**src/rtl/sme_pkg.sv**
```systemverilog
// Shared types, constants and helpers for the stable matching enumerator.
// No dependencies; used by every module in rtl/ except sme_ram.
package sme_pkg;

  localparam int MAX_PAIRS   = 7;
  localparam int IDX_W       = 3;
  localparam int RANK_W      = 3;
  localparam int TABLE_DEPTH = MAX_PAIRS * MAX_PAIRS;
  localparam int ADDR_W      = $clog2(TABLE_DEPTH);
  localparam int CNT_W       = 6;
  localparam int RESULT_CAP  = 42;
  localparam int MATCH_W     = IDX_W * MAX_PAIRS;
  localparam int MODE_W      = 2;
  localparam int PHASE_W     = 3;

  localparam logic [MODE_W-1:0] MODE_MAN   = 2'd0;
  localparam logic [MODE_W-1:0] MODE_WOMAN = 2'd1;
  localparam logic [MODE_W-1:0] MODE_START = 2'd2;

  localparam logic [PHASE_W-1:0] READ_LAST = 3'd4;
  localparam logic [IDX_W-1:0]   SIZE_RST  = 3'd3;

  typedef struct packed {
    logic ld_man;
    logic ld_woman;
    logic init;
    logic found;
    logic pop;
    logic inc_cur;
    logic descend;
    logic clr_i;
    logic next_i;
    logic rd_en;
    logic [PHASE_W-1:0] phase;
    logic finish;
  } sme_cmd_t;

  typedef struct packed {
    logic at_full;
    logic cur_over;
    logic lvl_zero;
    logic i_last;
    logic fail;
    logic cap_hit;
  } sme_sts_t;

  // row * MAX_PAIRS + col
  function automatic logic [ADDR_W-1:0] tbl_addr(input logic [IDX_W-1:0] row,
                                                 input logic [IDX_W-1:0] col);
    logic [ADDR_W-1:0] r;
    r = ADDR_W'(row);
    return ADDR_W'(r * ADDR_W'(MAX_PAIRS)) + ADDR_W'(col);
  endfunction

endpackage

```
**src/rtl/sme_ram.sv**
```systemverilog
// Generic single-write, single-read RAM with registered read data.
// No dependencies.
module sme_ram #(
  parameter int WIDTH = 3,
  parameter int DEPTH = 49
) (
  input  logic                     clk,
  input  logic                     wr_en,
  input  logic [$clog2(DEPTH)-1:0] wr_addr,
  input  logic [WIDTH-1:0]         wr_data,
  input  logic [$clog2(DEPTH)-1:0] rd_addr,
  output logic [WIDTH-1:0]         rd_data
);

  logic [WIDTH-1:0] mem [DEPTH];

  always_ff @(posedge clk) begin
    if (wr_en) begin
      mem[wr_addr] <= wr_data;
    end
    rd_data <= mem[rd_addr];
  end

endmodule

```
**src/rtl/sme_ctrl.sv**
```systemverilog
// Search controller: accepts words, sequences the backtracking search.
// Depends on sme_pkg; drives sme_dp through sme_cmd_t, reads sme_sts_t.
module sme_ctrl (
  input  logic                             clk,
  input  logic                             rst_n,
  input  logic                             start,
  input  logic [sme_pkg::MODE_W-1:0]       in_mode,
  input  sme_pkg::sme_sts_t                sts,
  output sme_pkg::sme_cmd_t                cmd,
  output logic                             busy
);
  import sme_pkg::*;

  typedef enum logic [4:0] {
    S_IDLE   = 5'b00001,
    S_EVAL   = 5'b00010,
    S_READ   = 5'b00100,
    S_CMP    = 5'b01000,
    S_FINISH = 5'b10000
  } state_t;

  state_t state_r, state_nxt;
  logic [PHASE_W-1:0] phase_r, phase_nxt;

  always_comb begin
    state_nxt = state_r;
    phase_nxt = phase_r;
    cmd       = '0;
    cmd.phase = phase_r;
    unique case (state_r)
      S_IDLE: begin
        if (start) begin
          if (in_mode == MODE_START) begin
            cmd.init  = 1'b1;
            state_nxt = S_EVAL;
          end else if (in_mode == MODE_MAN) begin
            cmd.ld_man = 1'b1;
          end else if (in_mode == MODE_WOMAN) begin
            cmd.ld_woman = 1'b1;
          end
        end
      end
      S_EVAL: begin
        if (sts.at_full) begin
          cmd.found = 1'b1;
          cmd.pop   = 1'b1;
          if (sts.cap_hit) begin
            state_nxt = S_FINISH;
          end
        end else if (sts.cur_over) begin
          if (sts.lvl_zero) begin
            state_nxt = S_FINISH;
          end else begin
            cmd.pop = 1'b1;
          end
        end else if (sts.lvl_zero) begin
          cmd.descend = 1'b1;
        end else begin
          cmd.clr_i = 1'b1;
          phase_nxt = '0;
          state_nxt = S_READ;
        end
      end
      S_READ: begin
        cmd.rd_en = 1'b1;
        if (phase_r == READ_LAST) begin
          state_nxt = S_CMP;
        end else begin
          phase_nxt = phase_r + 1'b1;
        end
      end
      S_CMP: begin
        if (sts.fail) begin
          cmd.inc_cur = 1'b1;
          state_nxt   = S_EVAL;
        end else if (sts.i_last) begin
          cmd.descend = 1'b1;
          state_nxt   = S_EVAL;
        end else begin
          cmd.next_i = 1'b1;
          phase_nxt  = '0;
          state_nxt  = S_READ;
        end
      end
      S_FINISH: begin
        cmd.finish = 1'b1;
        state_nxt  = S_IDLE;
      end
      default: begin
        state_nxt = S_IDLE;
      end
    endcase
  end

  always_ff @(posedge clk) begin
    if (!rst_n) begin
      state_r <= S_IDLE;
      phase_r <= '0;
    end else begin
      state_r <= state_nxt;
      phase_r <= phase_nxt;
    end
  end

  assign busy = (state_r != S_IDLE);

  a_phase_range: assert property (@(posedge clk) disable iff (!rst_n)
    (state_r == S_READ) |-> (phase_r <= READ_LAST))
    else $error("read phase out of range");

  a_finish_idle: assert property (@(posedge clk) disable iff (!rst_n)
    (state_r == S_FINISH) |=> !busy)
    else $error("search did not return to idle");

endmodule

```
**src/rtl/sme_dp.sv**
```systemverilog
// Search datapath: preference tables, assignment stack, checks, result words.
// Depends on sme_pkg and sme_ram; commanded by sme_ctrl.
module sme_dp (
  input  logic                                clk,
  input  logic                                rst_n,
  input  sme_pkg::sme_cmd_t                   cmd,
  output sme_pkg::sme_sts_t                   sts,
  input  logic [sme_pkg::IDX_W-1:0]           in_person,
  input  logic [sme_pkg::IDX_W-1:0]           in_candidate,
  input  logic [sme_pkg::RANK_W-1:0]          in_rank_value,
  input  logic                                cfg_wr_en,
  input  logic [sme_pkg::IDX_W-1:0]           cfg_pair_count,
  output logic                                out_valid,
  output logic [sme_pkg::MATCH_W-1:0]         out_matching,
  output logic [sme_pkg::CNT_W-1:0]           out_ordinal,
  output logic                                out_last_flag
);
  import sme_pkg::*;

  logic [IDX_W-1:0]   pair_count_r;
  logic [IDX_W-1:0]   n_eff;
  logic [IDX_W-1:0]   partner_r [MAX_PAIRS];
  logic [IDX_W-1:0]   lvl_r, cur_r, i_r;
  logic [CNT_W-1:0]   count_r;
  logic               pend_v_r;
  logic [MATCH_W-1:0] pend_match_r;
  logic [CNT_W-1:0]   pend_ord_r;
  logic [RANK_W-1:0]  m_r [4];
  logic [RANK_W-1:0]  w_r [4];
  logic               out_valid_r, out_last_r;
  logic [MATCH_W-1:0] out_match_r;
  logic [CNT_W-1:0]   out_ord_r;

  logic [IDX_W-1:0]   rd_idx, wi, lvl_m1;
  logic [MATCH_W-1:0] packed_match;
  logic               in_range;
  logic [ADDR_W-1:0]  wr_addr, man_raddr, woman_raddr;
  logic [RANK_W-1:0]  man_rdata, woman_rdata;
  logic [1:0]         slot;

  assign n_eff  = (pair_count_r == '0) ? IDX_W'(1) : pair_count_r;
  assign lvl_m1 = lvl_r - 1'b1;
  assign rd_idx = cmd.pop ? lvl_m1 : i_r;
  assign wi     = partner_r[rd_idx];
  assign slot   = 2'(cmd.phase - 1'b1);

  always_comb begin
    for (int k = 0; k < MAX_PAIRS; k++) begin
      packed_match[k*IDX_W +: IDX_W] = partner_r[k];
    end
  end

  assign in_range = (in_person < IDX_W'(MAX_PAIRS)) && (in_candidate < IDX_W'(MAX_PAIRS));
  assign wr_addr  = tbl_addr(in_person, in_candidate);

  // m: man(lvl,wi) man(lvl,wn) man(i,wn) man(i,wi)
  // w: woman(wi,lvl) woman(wi,i) woman(wn,i) woman(wn,lvl)
  always_comb begin
    unique case (cmd.phase)
      3'd0: begin
        man_raddr   = tbl_addr(lvl_r, wi);
        woman_raddr = tbl_addr(wi, lvl_r);
      end
      3'd1: begin
        man_raddr   = tbl_addr(lvl_r, cur_r);
        woman_raddr = tbl_addr(wi, i_r);
      end
      3'd2: begin
        man_raddr   = tbl_addr(i_r, cur_r);
        woman_raddr = tbl_addr(cur_r, i_r);
      end
      3'd3: begin
        man_raddr   = tbl_addr(i_r, wi);
        woman_raddr = tbl_addr(cur_r, lvl_r);
      end
      default: begin
        man_raddr   = '0;
        woman_raddr = '0;
      end
    endcase
  end

  sme_ram #(.WIDTH(RANK_W), .DEPTH(TABLE_DEPTH)) u_man_tbl (
    .clk     (clk),
    .wr_en   (cmd.ld_man && in_range),
    .wr_addr (wr_addr),
    .wr_data (in_rank_value),
    .rd_addr (man_raddr),
    .rd_data (man_rdata)
  );

  sme_ram #(.WIDTH(RANK_W), .DEPTH(TABLE_DEPTH)) u_woman_tbl (
    .clk     (clk),
    .wr_en   (cmd.ld_woman && in_range),
    .wr_addr (wr_addr),
    .wr_data (in_rank_value),
    .rd_addr (woman_raddr),
    .rd_data (woman_rdata)
  );

  assign sts.at_full  = (lvl_r == n_eff);
  assign sts.cur_over = (cur_r >= n_eff);
  assign sts.lvl_zero = (lvl_r == '0);
  assign sts.i_last   = (i_r == lvl_m1);
  assign sts.cap_hit  = (count_r == CNT_W'(RESULT_CAP - 1));
  assign sts.fail     = (wi == cur_r) ||
                        ((m_r[0] < m_r[1]) && (w_r[0] < w_r[1])) ||
                        ((w_r[2] < w_r[3]) && (m_r[2] < m_r[3]));

  always_ff @(posedge clk) begin
    if (cmd.rd_en && (cmd.phase != '0)) begin
      m_r[slot] <= man_rdata;
      w_r[slot] <= woman_rdata;
    end
    if (cmd.found) begin
      pend_match_r <= packed_match;
      pend_ord_r   <= count_r + 1'b1;
    end
    if ((cmd.found || cmd.finish) && pend_v_r) begin
      out_match_r <= pend_match_r;
      out_ord_r   <= pend_ord_r;
      out_last_r  <= cmd.finish;
    end
  end

  always_ff @(posedge clk) begin
    if (!rst_n) begin
      pair_count_r <= SIZE_RST;
      lvl_r        <= '0;
      cur_r        <= '0;
      i_r          <= '0;
      count_r      <= '0;
      pend_v_r     <= 1'b0;
      out_valid_r  <= 1'b0;
      for (int k = 0; k < MAX_PAIRS; k++) begin
        partner_r[k] <= '0;
      end
    end else begin
      out_valid_r <= (cmd.found || cmd.finish) && pend_v_r;
      if (cfg_wr_en) begin
        pair_count_r <= cfg_pair_count;
      end
      if (cmd.init) begin
        lvl_r    <= '0;
        cur_r    <= '0;
        i_r      <= '0;
        count_r  <= '0;
        pend_v_r <= 1'b0;
        for (int k = 0; k < MAX_PAIRS; k++) begin
          partner_r[k] <= '0;
        end
      end
      if (cmd.found) begin
        count_r  <= count_r + 1'b1;
        pend_v_r <= 1'b1;
      end
      if (cmd.finish) begin
        pend_v_r <= 1'b0;
        lvl_r    <= '0;
        cur_r    <= '0;
        for (int k = 0; k < MAX_PAIRS; k++) begin
          partner_r[k] <= '0;
        end
      end
      if (cmd.pop) begin
        lvl_r             <= lvl_m1;
        cur_r             <= wi + 1'b1;
        partner_r[lvl_m1] <= '0;
      end
      if (cmd.inc_cur) begin
        cur_r <= cur_r + 1'b1;
      end
      if (cmd.descend) begin
        partner_r[lvl_r] <= cur_r;
        lvl_r            <= lvl_r + 1'b1;
        cur_r            <= '0;
      end
      if (cmd.clr_i) begin
        i_r <= '0;
      end
      if (cmd.next_i) begin
        i_r <= i_r + 1'b1;
      end
    end
  end

  assign out_valid     = out_valid_r;
  assign out_matching  = out_match_r;
  assign out_ordinal   = out_ord_r;
  assign out_last_flag = out_last_r;

  a_ord_nonzero: assert property (@(posedge clk) disable iff (!rst_n)
    out_valid_r |-> (out_ord_r != '0))
    else $error("result word with zero ordinal");

  a_lvl_bound: assert property (@(posedge clk) disable iff (!rst_n)
    lvl_r <= n_eff)
    else $error("search level beyond size");

  a_cur_bound: assert property (@(posedge clk) disable iff (!rst_n)
    cur_r <= n_eff)
    else $error("candidate beyond size");

  a_last_ends: assert property (@(posedge clk) disable iff (!rst_n)
    (out_valid_r && out_last_r) |=> !out_valid_r)
    else $error("result word after last");

endmodule

```
**src/rtl/stable_matching_enumerator.sv**
```systemverilog
// Stable matching enumerator: a load word with both indices below 7 writes one
// preference rank, a start word enumerates all stable matchings by backtracking
// search. A load word leaves busy low. A start word holds busy high for the whole
// search: each candidate woman tried for man L is checked against each earlier man,
// each pop or find is a single step, and the search closes with a finish step,
// also when it stops at the result cap.
// The check of one pair against an earlier pair needs 8 rank reads, and each rank
// table has one read port, so it takes 4 reads, a last capture and a compare.
// Results appear one at a time on out_valid for a single cycle and cannot be stalled;
// each is delivered when the next one is found or when the search ends, and the
// final one carries out_last_flag and is on the outputs in the first cycle with busy
// low. At most 42 results are given per search.
// The user must write cfg_pair_count only while busy is low; the block does not enforce it.
module stable_matching_enumerator (
  input  logic                        clk,
  input  logic                        rst_n,
  input  logic                        start,
  output logic                        busy,
  input  logic [sme_pkg::MODE_W-1:0]  in_mode,
  input  logic [sme_pkg::IDX_W-1:0]   in_person,
  input  logic [sme_pkg::IDX_W-1:0]   in_candidate,
  input  logic [sme_pkg::RANK_W-1:0]  in_rank_value,
  input  logic                        cfg_wr_en,
  input  logic [sme_pkg::IDX_W-1:0]   cfg_pair_count,
  output logic                        out_valid,
  output logic [sme_pkg::MATCH_W-1:0] out_matching,
  output logic [sme_pkg::CNT_W-1:0]   out_ordinal,
  output logic                        out_last_flag
);
  import sme_pkg::*;

  sme_cmd_t cmd;
  sme_sts_t sts;

  sme_ctrl u_ctrl (
    .clk     (clk),
    .rst_n   (rst_n),
    .start   (start),
    .in_mode (in_mode),
    .sts     (sts),
    .cmd     (cmd),
    .busy    (busy)
  );

  sme_dp u_dp (
    .clk            (clk),
    .rst_n          (rst_n),
    .cmd            (cmd),
    .sts            (sts),
    .in_person      (in_person),
    .in_candidate   (in_candidate),
    .in_rank_value  (in_rank_value),
    .cfg_wr_en      (cfg_wr_en),
    .cfg_pair_count (cfg_pair_count),
    .out_valid      (out_valid),
    .out_matching   (out_matching),
    .out_ordinal    (out_ordinal),
    .out_last_flag  (out_last_flag)
  );

endmodule
```
**config.mk**
```make
export PLATFORM = sky130hd
export DESIGN_NAME = stable_matching_enumerator
export DESIGN_NICKNAME = d
export VERILOG_FILES = /design/src/rtl/sme_pkg.sv /design/src/rtl/sme_ram.sv /design/src/rtl/sme_ctrl.sv /design/src/rtl/sme_dp.sv /design/src/rtl/stable_matching_enumerator.sv
export SDC_FILE = /design/constraint.sdc
export NUM_CORES = 1
export LEC_CHECK = 0
export BUFFER_PORTS_ARGS = -buffer_cell sky130_fd_sc_hd__buf_4
export CAP_MARGIN = 20
export CORE_MARGIN = 2
export CORE_UTILIZATION = 49
export DETAILED_ROUTE_END_ITERATION = 6
export GPL_ROUTABILITY_DRIVEN = 0
export GPL_TIMING_DRIVEN = 1
export PLACE_DENSITY = 0.65
export REMOVE_ABC_BUFFERS = 1
export SYNTH_ARGS = -nofsm -noshare
export SYNTH_HDL_FRONTEND = slang
export SYNTH_HIERARCHICAL = 1
export SYNTH_SLANG_ARGS = --single-unit
```
**constraint.sdc**
```tcl
create_clock -name clk -period 13.8 [get_ports clk]
set_input_delay 2.07 -clock clk [delete_from_list [all_inputs] [get_ports clk]]
set_output_delay 2.07 -clock clk [all_outputs]
set_load 0.05 [all_outputs]
```
==> summary.md <==
| Metric | Value |
|---|---|
| Worst slew margin | `0.2514` |
| Dominant register cell in the synthesized netlist | `edfxtp_1` |
| Yosys Warn Count | `6` |
| Grt total ovfl | `0` |
| Share of power burned in registers | `0.510` |
| Status | `finished clean` |
| Proportion of power drawn by the clock network | `0.373` |
| Hold-fix buffers at CTS | `0` |
| Site row count | `73` |
| Total GRT Usage | `0.1977` |
| Net Sw Frac | `0.2422` |
| H-tree depth | `2` |
| Placement Cell Area | `~0.021 mm2` |
| Via count of the first global-routing pass | `between 10,000 and 15,000` |
| Peak ir drop on the vdd network | `about 0.000099 V` |
| Wirelength per Cell | `roughly 21 um` |
| Minimum setup slack among reg-to-reg paths | `~6.5 ns` |
| Clock Sink Count | `around 430` |
| Synthesized instance count | `approximately 1,300` |
| Setup TNS after final layout | `0 ns` |
| Worst EP required | `around 14 ns` |
| Number of buffers on the longest clock path | `3` |
| Path depth of the worst reg2reg path | `23` |
| X dimension of the die | `just over 200 um` |
| CTS tree | `done` |
| Core Box Area | `around 0.04 mm2` |
| Final design instance area without fill | `~0.022 mm2` |
| R2r endpoint | `u_dp/u_woman_tbl/rd_data[0]$_DFF_P_` |
| Most numerous cell in the Yosys netlist | `edfxtp_1` |
| Number of synthesized register bits | `between 400 and 500` |
| CP max stage cell | `dfxtp_1` |
| Netlist cell types | `79` |
| Largest cells by area after synthesis | `edfxtp_1 (60%), mux4_2 (8.1%), ha_1 (3.9%)` |
| Clock root buffer | `clkbuf_16` |
| Yosys top cell by area | `edfxtp_1` |
| Final critical delay including setup and external delays | `between 7 and 8 ns` |
| Transition time at the pin with the least slew margin | `1.109 ns` |
| Cell count of the worst hold path | `0` |
| Most prevalent standard cell on the critical path | `ha_1` |
| PnR Total Power | `roughly 0.0029 W` |
| Total clock buffers created by CTS | `between 40 and 50` |
| Tightest Hold Check Type | `reg -> reg` |
| Ranking of synthesized cells by instance count | `edfxtp_1 (397), nor2_1 (158), mux4_2 (71)` |
| Largest incremental delay on the critical path | `0.79 ns` |
| Effective utilization at floorplan | `0.4974` |
| Setup repair after global routing missed its margin | `false` |
| Critical path type | `reg -> reg` |
| Routed vias | `roughly 11,000` |
| Largest net degree at the start of global routing | `between 90 and 100` |
| Type of origin of the critical path | `flip-flop` |
| Count of endpoints failing setup in the final report | `0` |
| Critical path endpoint category | `flip-flop` |
| Initial antenna violation count | `2` |
| Worst hold path endpoint | `u_dp/out_matching[9]$_DFFE_PP_` |
| Number of max-cap violations | `0` |
| Post-CTS setup buffer count | `0` |
| Synth Cell Area | `about 0.02 mm2` |
| Total number of nets in the final design | `between 1,000 and 1,500` |
| Proportion of netlist area held by the largest area contributor | `0.6032` |
| Resized cells post-CTS | `0` |
| Detailed Routing Iterations Pass 1 | `4` |
| Via count normalized by instance count | `~5.8` |
| Synth-to-layout area growth | `11.15%` |
| Period utilisation layout | `0.5292` |
| Hpwl dp | `between 20,000 and 30,000 um` |
| Internal Power | `~0.0022 W` |
| Clock insertion delay at the later pin of the skew report | `approximately 0.57 ns` |
| PwrDens | `around 130 mW/mm2` |
| Reg-to-reg critical path startpoint | `u_dp/lvl_r[0]$_SDFFE_PN0P_` |
| Worst Path Arrival | `about 7.7 ns` |
| DRC violation count after routing | `0` |
| Highest clock frequency the design can meet | `between 0.1 and 0.15 GHz` |
| Critical path fanouts, max | `23` |
| Worst Skew | `0.02341 ns` |
| Antenna-violating nets left | `0` |
| First DRT Iteration DRCs | `706` |
| Average instance area after synthesis | `~15 um2` |
| Final-layout fill cell count | `approximately 3,200` |
| Number of enable-type register cells in the synthesized netlist | `a little under 400` |
| First-pass GRT wire length | `between 60,000 and 70,000 um` |
| Proportion of register bits with asynchronous set or reset after synthesis | `0` |
| Switching power summed over all nets | `about 0.00070 W` |
| Number of hold-slack violations in the final timing report | `0` |
| Combinational share of power | `0.117` |
| Ordered list of cells on the worst path | `clkinv_1 -> ha_1 -> nor2b_1 -> inv_1 -> a21oi_1 -> nor2_1 -> buf_4 -> nand2_1 -> nand2_2 -> mux4_2 -> nand2_1 -> and2_1 -> fa_1 -> ha_1 -> mux2_2 -> ha_1 -> a21oi_1 -> xnor2_1 -> o22ai_1 -> or3b_2 -> o22ai_1 -> a211o_1 -> o211ai_1` |
| Die area | `around 0.042 mm2` |
| Ratio of cells with drive above 1 in the final layout | `0.1692` |
| Die outline height | `about 200 um` |
| Routed wire length | `around 40,000 um` |
| # diodes | `0` |
| Sequential share of the synthesized area | `0.6377` |
| IO buf count | `47` |
| Static Leak | `7.579 nW` |
| Launch point of the worst hold path | `u_dp/pend_match_r[9]$_DFFE_PP_` |
| Register clock-pin slew on the reported worst setup and hold paths | `0.07 ns` |
| Slew Viols, Final | `0` |
| Top-level port count | `48` |
## power groups by stage
stage / registers [W] / clock network [W] / logic (W)
floorplan: 0.00148 / 0 / 0.000240
global placement: 0.00150 / 0 / 0.000334
finish: 0.00147 / 0.00107 / 0.000338
detailed placement: 0.00150 / 0 / 0.000339
global route: 0.00147 / 0.00115 / 0.000367
CTS: 0.00147 / 0.00110 / 0.000341
## per-stage QoR
stage	std cells	hold slack [ns]	utilization	worst slack, ns
after global placement	1837	0.4017	0.5196	6.902
after CTS	1913	0.4202	0.5522	6.565
after floorplan	1253	0.4003	-	5.609
after detailed placement	1838	0.4071	0.5197	6.615
final	1914	0.4162	0.5529	6.497
after global routing	1914	0.4265	0.5529	6.007
## kinds of logic (layout without fill, tap and decap cells)
family / count (synthesis) / after routing / share of synthesized area
AO/OA/AOI/OAI: 161 / 161 / 0.05755
multiplexers: 115 / 115 / 0.1104
XOR/XNOR: 39 / 39 / 0.01766
buffers and inverters: 114 / 202 / 0.02697
flip-flops: 431 / 431 / 0.6377
AND/OR/NAND/NOR: 359 / 359 / 0.09028
adder cells (fa/ha/maj): 82 / 82 / 0.05951
## area by class of cell
type                    instances  area [um2]  area share
clock inverters                23       168.9    0.007690
multi-input cells             756        6695      0.3048
inverters                      66       247.7     0.01128
repair buffers                 61       475.5     0.02164
clock buffers                  52        1120     0.05098
well taps                     525       656.9     0.02990
flip-flops and latches        431       12600      0.5737
## critical path, delay by kind of cell, from the launching register on
| family | cells | cell delay, ns |
|---|---|---|
| buffers and inverters | 3 | 0.89 |
| adder cells (fa/ha/maj) | 4 | 1.42 |
| XOR/XNOR | 1 | 0.09 |
| multiplexers | 2 | 0.82 |
| AO/OA/AOI/OAI | 6 | 1.49 |
| AND/OR/NAND/NOR | 7 | 1.68 |
| flip-flops | 1 | 0.79 |
## metal layers
metal  up-vias  GRT usage  part of all wire
met5         -          0                 0
met4         0    0.07324             0.034
met3        92    0.03850             0.061
met2       339     0.3265              0.49
met1      5537     0.2608              0.42
li1       5060          -                 -
## registers in the layout, indices dropped and copies added, names as in the netlist
register and count:
u_dp/u_man_tbl/mem 147, u_dp/out_valid 1, u_dp/out_matching 21, u_dp/count_r 6, u_dp/pend_ord_r 6, u_dp/i_r 3
u_dp/out_last_flag 1, u_dp/cur_r 3, u_dp/lvl_r 3, u_dp/out_ordinal 6, u_dp/m_r 12, u_dp/pair_count_r 3
u_dp/u_man_tbl/rd_data 3, u_dp/u_woman_tbl/mem 147, u_dp/partner_r 24, u_dp/w_r 12, u_ctrl/state_r 5, u_dp/u_woman_tbl/rd_data 3
u_dp/pend_match_r 21, u_ctrl/phase_r 3, u_dp/pend_v_r 1
## placed cells by master, fill, tap and decap left out, types with 4 or more instances in the layout
cell | Yosys | layout
xor2_1 | 19 | 19
o22ai_2 | 0 | 4
clkinvlp_4 | 0 | 5
nand3b_1 | 10 | 10
nand3_1 | 26 | 26
and2_1 | 11 | 11
edfxtp_1 | 397 | 397
a211o_1 | 6 | 6
mux4_1 | 8 | 8
clkbuf_16 | 0 | 43
a21o_1 | 15 | 15
nor2_1 | 158 | 158
o211ai_1 | 14 | 14
buf_4 | 2 | 59
or3_1 | 6 | 6
nor2b_1 | 32 | 32
fa_1 | 20 | 20
o21ai_1 | 7 | 7
inv_1 | 63 | 63
xnor2_1 | 19 | 17
nand2b_1 | 12 | 12
a22o_1 | 15 | 15
a21oi_1 | 31 | 31
or3b_2 | 6 | 6
a211oi_1 | 5 | 5
nor3_1 | 15 | 15
ha_1 | 62 | 62
clkbuf_1 | 24 | 8
o22ai_1 | 19 | 13
clkinv_2 | 0 | 6
nor3b_1 | 5 | 5
mux4_2 | 71 | 71
o21ai_0 | 19 | 19
mux2i_1 | 27 | 27
mux2_2 | 9 | 9
nand2_1 | 47 | 47
and3_1 | 6 | 6
dfxtp_1 | 34 | 34
clkinv_1 | 1 | 9
## how the worst max path moves through the flow
stage	start	slack, ns	cells after the start	end
2_1_floorplan	u_dp/lvl_r[0]$_SDFFE_PN0P_	5.61	18	u_dp/u_man_tbl/rd_data[1]$_DFF_P_
6_report	u_dp/lvl_r[0]$_SDFFE_PN0P_	6.50	23	u_dp/u_woman_tbl/rd_data[0]$_DFF_P_
3_3_place_gp	u_dp/lvl_r[0]$_SDFFE_PN0P_	6.90	23	u_dp/u_woman_tbl/rd_data[1]$_DFF_P_
3_5_place_dp	u_dp/lvl_r[0]$_SDFFE_PN0P_	6.61	23	u_dp/u_woman_tbl/rd_data[0]$_DFF_P_
5_1_grt	u_dp/lvl_r[0]$_SDFFE_PN0P_	6.01	23	u_dp/u_woman_tbl/rd_data[0]$_DFF_P_
4_1_cts	u_dp/lvl_r[0]$_SDFFE_PN0P_	6.57	23	u_dp/u_woman_tbl/rd_data[0]$_DFF_P_
Power figures use the tool's default switching activity.
